===== src/hw/rtl/urx_brk_pkg.sv =====
package urx_brk_pkg;

    typedef enum logic [1:0] {
        CMD_RX    = 2'd0,
        CMD_READ  = 2'd1,
        CMD_PEEK  = 2'd2,
        CMD_CLEAR = 2'd3
    } cmd_t;

    typedef enum logic [1:0] {
        BRK_IDLE  = 2'd0,
        BRK_SEEN  = 2'd1,
        BRK_RESET = 2'd2
    } brk_state_t;

    localparam logic [7:0] RESET_CHAR = 8'h72;
    localparam int         FILL_W     = 7;
    localparam int         BYTE_W     = 8;

endpackage


===== src/hw/rtl/uart_rx_fifo_break_reset_detect_unit.sv =====
// UART receive FIFO with break / reset-character detector.
//
// Input channel (s_*): one command item per transfer. s_tuser carries the
// command (receive, read, peek, clear); s_tdata carries the received byte,
// its valid bit and its framing-error bit.
// Result channel (m_*): exactly one result item per command, in order:
// the byte read or peeked with its present flag, the fill count after the
// command, the reset-seen flag and the one-shot reset pulse.
// Configuration channel (cfg_*): the receiver enable bit, always ready.
// Write it only while no command is in flight.
//
// Per command, the accept cycle updates pointers and the detector and
// issues at most one access to the FIFO RAM; the collect state (S_DATA) then
// loads the registered RAM read data into the output register once it is
// free, so no new command is accepted while one is in flight.
// Input is taken again as soon as the result is in the output register,
// even if it has not been taken yet; a stalled result only holds the
// collect step until the output register frees up.
// Reset empties the FIFO, returns the detector to idle and disables the
// receiver. FIFO contents need no clearing; no clearing pass is run.
module uart_rx_fifo_break_reset_detect_unit
    import urx_brk_pkg::*;
#(
    parameter int FIFO_DEPTH = 128
) (
    input  logic        aclk,
    input  logic        aresetn,
    input  logic        s_tvalid,
    output logic        s_tready,
    input  logic [15:0] s_tdata,   // [7:0] rx_byte, [8] rx_valid, [9] frame_error
    input  logic [1:0]  s_tuser,   // [1:0] cmd
    output logic        m_tvalid,
    input  logic        m_tready,
    output logic [23:0] m_tdata,   // [7:0] data, [14:8] fill_count, [15] reset_flag,
                                   // [16] reset_pulse
    output logic [0:0]  m_tuser,   // [0] data_present
    input  logic        cfg_valid,
    output logic        cfg_ready,
    input  logic [0:0]  cfg_data   // [0] enabled
);

    localparam int PW = (FIFO_DEPTH > 1) ? $clog2(FIFO_DEPTH) : 1;
    localparam int CW = PW + 1;
    localparam logic [PW-1:0] LAST_IDX = PW'(FIFO_DEPTH - 1);
    localparam logic [CW-1:0] DEPTH_C  = CW'(FIFO_DEPTH);

    typedef enum logic {
        S_IDLE,
        S_DATA
    } state_t;

    state_t            state_reg, state_next;
    logic [PW-1:0]     wp_reg, wp_next;
    logic [PW-1:0]     rp_reg, rp_next;
    brk_state_t        brk_reg, brk_next;
    logic              enabled_reg;
    logic              present_reg;
    logic [FILL_W-1:0] fill_reg;
    logic              flag_reg;
    logic              pulse_reg;
    logic              m_valid_reg, m_valid_next;
    logic [23:0]       m_tdata_reg;
    logic [0:0]        m_tuser_reg;

    logic              in_accept;
    cmd_t              cmd;
    logic [BYTE_W-1:0] rx_byte;
    logic              ferr;
    logic              not_empty;
    logic [PW-1:0]     wp_inc, rp_inc;
    logic              push, pop, present;
    logic              pulse;
    logic [CW-1:0]     fill_raw;
    logic              out_load;
    logic [BYTE_W-1:0] rd_data;

    assign s_tready  = (state_reg == S_IDLE);
    assign in_accept = s_tvalid && s_tready;
    assign cfg_ready = 1'b1;

    assign cmd       = cmd_t'(s_tuser);
    assign rx_byte   = s_tdata[8] ? s_tdata[7:0] : '0;
    assign ferr      = s_tdata[8] && s_tdata[9];
    assign not_empty = (wp_reg != rp_reg);
    assign wp_inc    = (wp_reg == LAST_IDX) ? '0 : wp_reg + 1'b1;
    assign rp_inc    = (rp_reg == LAST_IDX) ? '0 : rp_reg + 1'b1;

    assign push    = in_accept && (cmd == CMD_RX) && enabled_reg && (wp_inc != rp_reg);
    assign pop     = in_accept && (cmd == CMD_READ) && not_empty;
    assign present = in_accept && ((cmd == CMD_READ) || (cmd == CMD_PEEK)) && not_empty;

    // Break detector and pointer updates
    always_comb begin
        brk_next = brk_reg;
        pulse    = 1'b0;
        wp_next  = wp_reg;
        rp_next  = rp_reg;
        if (in_accept) begin
            unique case (cmd)
                CMD_RX: begin
                    if (ferr && enabled_reg) begin
                        brk_next = BRK_SEEN;
                    end else if (brk_reg == BRK_SEEN) begin
                        if (rx_byte == RESET_CHAR) begin
                            brk_next = BRK_RESET;
                            pulse    = 1'b1;
                        end else begin
                            brk_next = BRK_IDLE;
                        end
                    end
                    if (push) begin
                        wp_next = wp_inc;
                    end
                end
                CMD_READ: begin
                    if (pop) begin
                        rp_next = rp_inc;
                    end
                end
                CMD_PEEK: begin
                end
                CMD_CLEAR: begin
                    rp_next = wp_reg;
                end
                default: begin
                end
            endcase
        end
    end

    assign fill_raw = ({1'b0, wp_next} - {1'b0, rp_next})
                      + ((wp_next < rp_next) ? DEPTH_C : '0);

    urx_brk_ram #(
        .WIDTH (BYTE_W),
        .DEPTH (FIFO_DEPTH),
        .AW    (PW)
    ) u_fifo_ram (
        .aclk  (aclk),
        .we    (push),
        .waddr (wp_reg),
        .wdata (rx_byte),
        .re    (present),
        .raddr (rp_reg),
        .rdata (rd_data)
    );

    assign out_load = (state_reg == S_DATA) && (!m_valid_reg || m_tready);

    always_comb begin
        state_next = state_reg;
        unique case (state_reg)
            S_IDLE: begin
                if (in_accept) begin
                    state_next = S_DATA;
                end
            end
            S_DATA: begin
                if (out_load) begin
                    state_next = S_IDLE;
                end
            end
            default: state_next = S_IDLE;
        endcase
        if (out_load) begin
            m_valid_next = 1'b1;
        end else if (m_tready) begin
            m_valid_next = 1'b0;
        end else begin
            m_valid_next = m_valid_reg;
        end
    end

    always_ff @(posedge aclk) begin
        if (!aresetn) begin
            state_reg   <= S_IDLE;
            wp_reg      <= '0;
            rp_reg      <= '0;
            brk_reg     <= BRK_IDLE;
            enabled_reg <= 1'b0;
            m_valid_reg <= 1'b0;
        end else begin
            state_reg   <= state_next;
            wp_reg      <= wp_next;
            rp_reg      <= rp_next;
            brk_reg     <= brk_next;
            m_valid_reg <= m_valid_next;
            if (cfg_valid && cfg_ready) begin
                enabled_reg <= cfg_data[0];
            end
        end
        if (in_accept) begin
            present_reg <= present;
            fill_reg    <= FILL_W'(fill_raw);
            flag_reg    <= (brk_next == BRK_RESET);
            pulse_reg   <= pulse;
        end
        if (out_load) begin
            m_tdata_reg <= {7'd0, pulse_reg, flag_reg, fill_reg,
                            present_reg ? rd_data : 8'd0};
            m_tuser_reg <= present_reg;
        end
    end

    assign m_tvalid = m_valid_reg;
    assign m_tdata  = m_tdata_reg;
    assign m_tuser  = m_tuser_reg;

    // Pointers stay inside the store for any depth
    a_ptr_range: assert property (@(posedge aclk) disable iff (!aresetn)
        ({1'b0, wp_reg} < DEPTH_C) && ({1'b0, rp_reg} < DEPTH_C))
        else $error("FIFO pointer out of range");

    // A clear leaves the FIFO empty
    a_clear_empty: assert property (@(posedge aclk) disable iff (!aresetn)
        (in_accept && cmd == CMD_CLEAR) |=> (wp_reg == rp_reg))
        else $error("clear did not empty FIFO");

    // A command in flight blocks the next until its result is latched
    a_one_in_flight: assert property (@(posedge aclk) disable iff (!aresetn)
        in_accept |=> !s_tready)
        else $error("second item accepted while one is in flight");

    // Reset pulse only with reset flag
    a_pulse_flag: assert property (@(posedge aclk) disable iff (!aresetn)
        (m_tvalid && m_tdata[16]) |-> m_tdata[15])
        else $error("reset pulse without reset flag");

    // Data present never reported by an empty FIFO
    a_present_ne: assert property (@(posedge aclk) disable iff (!aresetn)
        (in_accept && (cmd == CMD_READ || cmd == CMD_PEEK) && wp_reg == rp_reg)
        |=> !present_reg)
        else $error("data present from empty FIFO");

endmodule


===== src/hw/rtl/urx_brk_ram.sv =====
module urx_brk_ram #(
    parameter int WIDTH = 8,
    parameter int DEPTH = 128,
    parameter int AW    = (DEPTH > 1) ? $clog2(DEPTH) : 1
) (
    input  logic             aclk,
    input  logic             we,
    input  logic [AW-1:0]    waddr,
    input  logic [WIDTH-1:0] wdata,
    input  logic             re,
    input  logic [AW-1:0]    raddr,
    output logic [WIDTH-1:0] rdata
);

    logic [WIDTH-1:0] mem [DEPTH];
    logic [WIDTH-1:0] rdata_reg;

    always_ff @(posedge aclk) begin
        if (we) begin
            mem[waddr] <= wdata;
        end
        if (re) begin
            rdata_reg <= mem[raddr];
        end
    end

    assign rdata = rdata_reg;

endmodule

===== config.mk =====
export PLATFORM = sky130hd
export DESIGN_NAME = uart_rx_fifo_break_reset_detect_unit
export DESIGN_NICKNAME = d
export VERILOG_FILES = /design/src/hw/rtl/urx_brk_pkg.sv /design/src/hw/rtl/uart_rx_fifo_break_reset_detect_unit.sv /design/src/hw/rtl/urx_brk_ram.sv
export SDC_FILE = /design/constraint.sdc
export NUM_CORES = 1
export LEC_CHECK = 0
export BUFFER_PORTS_ARGS = -buffer_cell sky130_fd_sc_hd__buf_4
export CORE_MARGIN = 1.5
export CORE_UTILIZATION = 50
export DETAILED_ROUTE_END_ITERATION = 12
export HOLD_SLACK_MARGIN = 0.05
export PLACE_DENSITY = 0.72
export SLEW_MARGIN = 0
export SYNTH_ARGS = -nofsm -noshare
export SYNTH_HDL_FRONTEND = slang
export SYNTH_HIERARCHICAL = 1
export SYNTH_SLANG_ARGS = --single-unit

===== constraint.sdc =====
create_clock -name aclk -period 4.33 [get_ports aclk]
set_input_delay 0.866 -clock aclk [delete_from_list [all_inputs] [get_ports aclk]]
set_output_delay 0.866 -clock aclk [all_outputs]
set_load 0.02 [all_outputs]

Yosys cells after proc, flatten, opt, wreduce, memory -nomap -nowiden
Memories as Yosys holds them, arrays and structs flattened. A register that Yosys moved wholly into a read port is not among the register bits.
Index checks and enable logic that the tools add are counted.
{"block": "word_totals", "regBits": 47, "ram_bits": 1024, "in_bits": 24, "output_inout_bits": 28, "wordCells": 70, "mem_count": 1}
{"memory": "u_fifo_ram.mem", "depth": 128, "width": 8, "read_ports": 1, "rd_clocked_by_memory_dff": 1, "write_ports": 1, "line": "urx_brk_ram.sv:15", "source": "logic [WIDTH-1:0] mem [DEPTH];"}
{"block": "op_classes", "n_addsub": 4, "n_eq_ne": 10, "n_mux": 22, "bitwise": 3, "reduce_logical": 17}
{"cell": "7-bit two-way mux", "n": 7}
{"cell": "7-bit by 1-bit adder with 7-bit output (second input constant)", "n": 2}
{"cell": "7-bit == test (second input constant)", "n": 2}
{"cell": "7-bit inequality test", "n": 2}
{"cell": "7-bit one-hot mux with 2 select lines", "n": 1}
{"cell": "1-bit logical AND", "n": 11}
{"cell": "2-bit two-way mux", "n": 5}
{"cell": "8-bit by 7-bit == test with 1-bit output (second input constant)", "n": 1}
{"cell": "8-bit two-way mux", "n": 1}
{"cell": "7-bit adder (second input constant)", "n": 1}
{"cell": "1-bit two-way mux", "n": 7}
{"cell": "7-bit subtractor", "n": 1}
{"cell": "2-bit == test (second input constant)", "n": 3}
{"cell": "2-bit by 1-bit == test with 1-bit output (second input constant)", "n": 2}
{"cell": "1-bit NOT", "n": 3}
{"cell": "3-bit OR reduction", "n": 1}
{"cell": "2-bit logical NOT", "n": 1}
{"cell": "1-bit logical OR", "n": 2}
{"cell": "1-bit one-hot mux with 2 select lines", "n": 1}
{"cell": "2-bit nonzero test", "n": 1}
{"cell": "1-bit logical NOT", "n": 1}

Logic depth before layout (Yosys ltp)
{"block": "logic_depth", "depth_word": 10, "ltp_mapped": 17, "ltp_nobuf": 17}

Cells and area by module
Netlist, hierarchy kept.
{"module": "urx_brk_ram", "instances": 1, "cells_each": 1635, "area_each_um2": 39745.6}
{"module": "uart_rx_fifo_break_reset_detect_unit", "instances": 1, "cells_each": 266, "area_each_um2": 2670.1}

Worst setup path before layout
Ideal clock, no wire load.
{"block": "synth_path", "kind": "input-to-reg", "start": "input s_tvalid", "end": "register fill_reg[6], data pin", "setup_ns": 0.259, "t_arrival_ns": 3.682, "required_time_ns": 4.071, "setup_slack_ns": 0.389, "path_stages": 15, "path_buffers": 1, "cell_sequence": "nor2b_1 -> clkbuf_1 -> nand2_1 -> nand2_1 -> o21ai_0 -> a222oi_1 -> inv_1 -> fa_1 -> nor2b_1 -> o21ai_0 -> nand2b_1 -> a21o_1 -> a21oi_1 -> xnor2_1 -> xnor2_1"}
{"block": "synth_between", "elab_cells_between_ends": 14, "classes_between": "add/sub (2); mux (6); reduce/logical (6)"}
{"element": "from (decl)", "line": "uart_rx_fifo_break_reset_detect_unit.sv:28", "source": "input logic s_tvalid,"}
{"element": "1-bit logical AND (*)", "line": "uart_rx_fifo_break_reset_detect_unit.sv:78", "source": "assign in_accept = s_tvalid && s_tready;"}
{"element": "net in_accept", "line": "uart_rx_fifo_break_reset_detect_unit.sv:65", "source": "logic in_accept;"}
{"element": "1-bit logical AND (2 in a row)", "line": "uart_rx_fifo_break_reset_detect_unit.sv:89", "source": "assign pop = in_accept && (cmd == CMD_READ) && not_empty;"}
{"element": "7-bit two-way mux", "line": "uart_rx_fifo_break_reset_detect_unit.sv:116", "source": "if (pop) begin"}
{"element": "7-bit one-hot mux with 2 select lines", "line": "uart_rx_fifo_break_reset_detect_unit.sv:99", "source": "unique case (cmd)"}
{"element": "7-bit two-way mux (*)", "line": "uart_rx_fifo_break_reset_detect_unit.sv:98", "source": "if (in_accept) begin"}
{"element": "net rp_next[1]", "line": "uart_rx_fifo_break_reset_detect_unit.sv:54", "source": "logic [PW-1:0] rp_reg, rp_next;"}
{"element": "7-bit subtractor (*)", "line": "uart_rx_fifo_break_reset_detect_unit.sv:131", "source": "assign fill_raw = ({1'b0, wp_next} - {1'b0, rp_next})"}
{"element": "7-bit adder (*)", "line": "uart_rx_fifo_break_reset_detect_unit.sv:132", "source": "+ ((wp_next < rp_next) ? DEPTH_C : '0);"}
{"element": "net fill_raw[6]", "line": "uart_rx_fifo_break_reset_detect_unit.sv:73", "source": "logic [CW-1:0] fill_raw;"}
{"element": "to (signal assigned)", "line": "uart_rx_fifo_break_reset_detect_unit.sv:194", "source": "fill_reg <= FILL_W'(fill_raw);"}
{"element": "to (decl)", "line": "uart_rx_fifo_break_reset_detect_unit.sv:58", "source": "logic [FILL_W-1:0] fill_reg;"}
The timed path passes the listed nets; every way through them passes the cells marked *.
A chain may end at the register's enable or synchronous reset.

Worst setup path in the final report
{"block": "layout_path", "start": "register rp_reg[3]", "end": "register fill_reg[6], data pin"}
{"block": "layout_between", "elab_chain_cells": 7, "elab_cells_between_ends": 15, "classes_between": "add/sub (3); eq/ne (3); mux (7); reduce/logical (2)"}
{"element": "from (decl)", "line": "uart_rx_fifo_break_reset_detect_unit.sv:54"}
{"element": "from (signal assigned)", "line": "uart_rx_fifo_break_reset_detect_unit.sv:185", "source": "rp_reg <= rp_next;"}
{"element": "7-bit by 1-bit adder with 7-bit output (tied with other cells)", "line": "uart_rx_fifo_break_reset_detect_unit.sv:86", "source": "assign rp_inc = (rp_reg == LAST_IDX) ? '0 : rp_reg + 1'b1;"}
{"element": "7-bit two-way mux (tied with other cells)", "line": "uart_rx_fifo_break_reset_detect_unit.sv:86"}
{"element": "7-bit two-way mux, on equally long branches", "line": "uart_rx_fifo_break_reset_detect_unit.sv:116, uart_rx_fifo_break_reset_detect_unit.sv:111"}
{"element": "7-bit one-hot mux with 2 select lines / 7-bit two-way mux (equally long branches)", "line": "uart_rx_fifo_break_reset_detect_unit.sv:99"}
{"element": "7-bit two-way mux", "line": "uart_rx_fifo_break_reset_detect_unit.sv:98"}
{"element": "7-bit subtractor (*)", "line": "uart_rx_fifo_break_reset_detect_unit.sv:131"}
{"element": "7-bit adder (*)", "line": "uart_rx_fifo_break_reset_detect_unit.sv:132"}
{"element": "net fill_raw[6]", "line": "uart_rx_fifo_break_reset_detect_unit.sv:73"}
Marked as above.

==> results.md <==
* Largest stage delay, worst path at 0.66 ns
* Fraction of layout instances using a drive strength above 1 at 0.299
* Final setup TNS at 0 ns
* Post-synthesis average cell area at 22.3 µm²
* Crit share post-route at 0.928
* Placeable core region at 83800 µm²
* DP Wirelength at 53.5 mm
* Count of pins on the block boundary at 52
* Total global routing overflow at 0
* Placement row count at 106
* Aggregate routed wire length at 90.0 mm
* Cell leakage power at 13.1 nW
* Effective utilization at floorplan at 0.506
* Number of iterations in the first detailed-routing pass at 5
* Port Buf Inserts at 37
* Total of endpoints with negative setup slack in the final report at 0
* Reg clk slew, reported paths at 0.06 ns
* Number of CTS-inserted buffers at 103
* Total via count in the routed design at 19.9k
* DRC violation count after routing at 0
* Number of nets in the layout at 2066
* Wire length of the first global-routing pass at 133 mm
* Number of standard cells in the layout, taps in and fillers out at 3249
* Max Cap Violations at 0
* Top achievable clock speed at 249 MHz
* Kind of end point of the critical path: flop
* Total standard cell area after synthesis at 42400 µm²
* Register bit count reported by yosys at 1079
* Gate count of the mapped netlist at 1901
* Global router's overall resource usage at 0.212
* Number of H-tree levels at 3
* DRT antenna net count at 0
* Overall power consumption at 20.4 mW
* Routability-driven placement congestion ratio at 0.829
* Setup repair after global routing missed its margin: false
* Primary FF master, synth: sky130_fd_sc_hd__edfxtp_1
* Slowest cell on the critical path: sky130_fd_sc_hd__nor4_1
* Height of the chip at 294 µm
* Transition time of the tightest slew-check pin at 1.32 ns
* Time the final worst path needs with I/O delays and setup at 4.02 ns
* # hold bufs at CTS at 0
* Data arrival time of the worst path at 4.42 ns
* Worst skew pair latency at 0.67 ns
* Commonest non-fill, non-tap cell in the layout: sky130_fd_sc_hd__edfxtp_1
* Placement Cell Area at 44400 µm²
* Wire per inst at 27.7 µm
* Fraction of synthesis flops using an asynchronous set or reset pin at 0
* Number of flops mapped to enable cells by yosys at 1060
* VDD IR max at 0.000299 V
* Sequential element share of the synthesized area at 0.759
* CTS Root Buffer Type: sky130_fd_sc_hd__clkbuf_16
* Initial antenna violation count at 2
* Buffering stage count on the worst path with inverters included at 1
* Setup Buffers After CTS at 0
* Worst Path Max Fanout at 9
* Worst Hold Margin at 0.419 ns
* Clk sinks at 1079
* Worst Path Class, Setup: flop to flop
* Final clock skew at 0.0234 ns
* Vias in the first global route at 20.2k
* Crit path required time at 4.73 ns
* Final instance area at 47700 µm²
* Number of failing hold endpoints at the final stage at 0
* TritonCTS clock tree: built
* Number of warnings issued by yosys at 6
* Average via count per standard cell at 6.13
* Horizontal extent of the die at 294 µm
* Ordered list of cells on the worst path: buf_4 > xor2_1 > nor4_1 > nand2_1 > a21o_1 > a31oi_1 > a21oi_1 > ha_1 > nor2b_1 > o21ai_0 > nand2b_1 > a21o_1 > a21oi_1 > xnor2_1 > xnor2_1
* Relative area change from synthesis to final layout at 12.4%
* Final slew viol count at 0
* Max reg flops at 1024
* Hold crit path type: flop to flop
* Cell count after placement at 3059
* Unique masters post-synth at 55
* Highest-count cells in the layout ignoring fill and taps: sky130_fd_sc_hd__edfxtp_1, sky130_fd_sc_hd__mux4_2, sky130_fd_sc_hd__nor2_1
* Power density over the cells at 429 nW/µm²
* Violation count after the first detailed-routing iteration at 2242
* Max-slew headroom at the worst pin at 0.120
* # resized after CTS at 0
* Maximum number of pins on one net before global-route repair at 146
* Critical path launch point type: flop
* Area of the die at 86600 µm²
* Gate family responsible for the most delay along the worst path: simple AND/OR/NAND/NOR gates
* Longest Clk Path Bufs at 3
* Run status: finished, final reports clean
layer usage:
metal	wire length, µm	track usage	up-vias	share of wire
met5	0	0	-	0
met4	1780	0.0536	0	0.020
met3	8260	0.0518	119	0.092
met2	43800	0.337	917	0.49
met1	36100	0.299	10600	0.40
li1	-	-	8239	-
worst paths after layout:
check,to,slack [ns],cells past startpoint,start
hold / removal,m_tdata[11]$_DFFE_PP_,0.42,0,fill_reg[3]$_DFFE_PP_
setup reg to reg,fill_reg[6]$_DFFE_PP_,0.31,15,rp_reg[3]$_SDFF_PN0_
hold reg to reg,m_tdata[11]$_DFFE_PP_,0.42,0,fill_reg[3]$_DFFE_PP_
setup / recovery,fill_reg[6]$_DFFE_PP_,0.31,15,rp_reg[3]$_SDFF_PN0_
per-stage QoR:
stage | util | setup WS, ns
floorplan | - | 0.389
global placement | 0.530 | 0.415
detailed placement | 0.530 | 0.370
CTS | 0.569 | 0.357
global route | 0.569 | 0.0379
finish | 0.569 | 0.310
cell type report:
| cell class | count | area [µm²] |
|---|---|---|
| inverter | 11 | 43.8 |
| sequential | 1079 | 32200 |
| fill | 6040 | 36200 |
| timing repair buffer | 126 | 1010 |
| clock buffer | 123 | 2650 |
| multi-input combinational | 709 | 9690 |
| antenna | 1 | 2.50 |
| clock inverter | 66 | 612 |
| tap | 1134 | 1420 |
cells by family after synthesis:
family	share of synthesized area
compound gates	0.00723
xor+xnor	0.00442
fa+ha+maj	0.00372
buf+inv	0.0131
flops	0.759
mux	0.182
other cells	0.000177
simple gates	0.0301
synth_stat cells (all sizes together) (2+ instances only):
| library cell | number | share of area |
|---|---|---|
| mux2i | 4 | 0.00094 |
| nor4 | 2 | 0.00029 |
| a31oi | 3 | 0.00044 |
| nand2b | 7 | 0.0010 |
| nand2 | 32 | 0.0030 |
| and3b | 2 | 0.00041 |
| and2 | 21 | 0.0031 |
| nor3 | 13 | 0.0015 |
| inv | 11 | 0.0010 |
| a21o | 3 | 0.00053 |
| buf | 56 | 0.0075 |
| a222oi | 3 | 0.00071 |
| conb | 2 | 0.00018 |
| nor2b | 11 | 0.0016 |
| edfxtp | 1060 | 0.75 |
| dfxtp | 19 | 0.0090 |
| mux2 | 9 | 0.0025 |
| and4 | 2 | 0.00041 |
| or3 | 4 | 0.00059 |
| and3 | 10 | 0.0015 |
| o21ai | 16 | 0.0019 |
| nor4b | 2 | 0.00041 |
| a21oi | 12 | 0.0014 |
| xnor2 | 10 | 0.0021 |
| a211oi | 2 | 0.00035 |
| xor2 | 8 | 0.0018 |
| nor2 | 138 | 0.012 |
| nand4 | 4 | 0.00059 |
| clkbuf | 52 | 0.0046 |
| nand3 | 21 | 0.0025 |
| ha | 11 | 0.0032 |
| mux4 | 336 | 0.18 |
where the power goes:
| part | internal (mW) | total (mW) | switching (mW) |
|---|---|---|---|
| combinational | 0.0582 | 0.285 | 0.227 |
| sequential | 11.5 | 11.5 | 0.00704 |
| clock | 4.87 | 8.65 | 3.78 |
| total | 16.4 | 20.4 | 4.01 |
(Power assumes the default switching activity.)
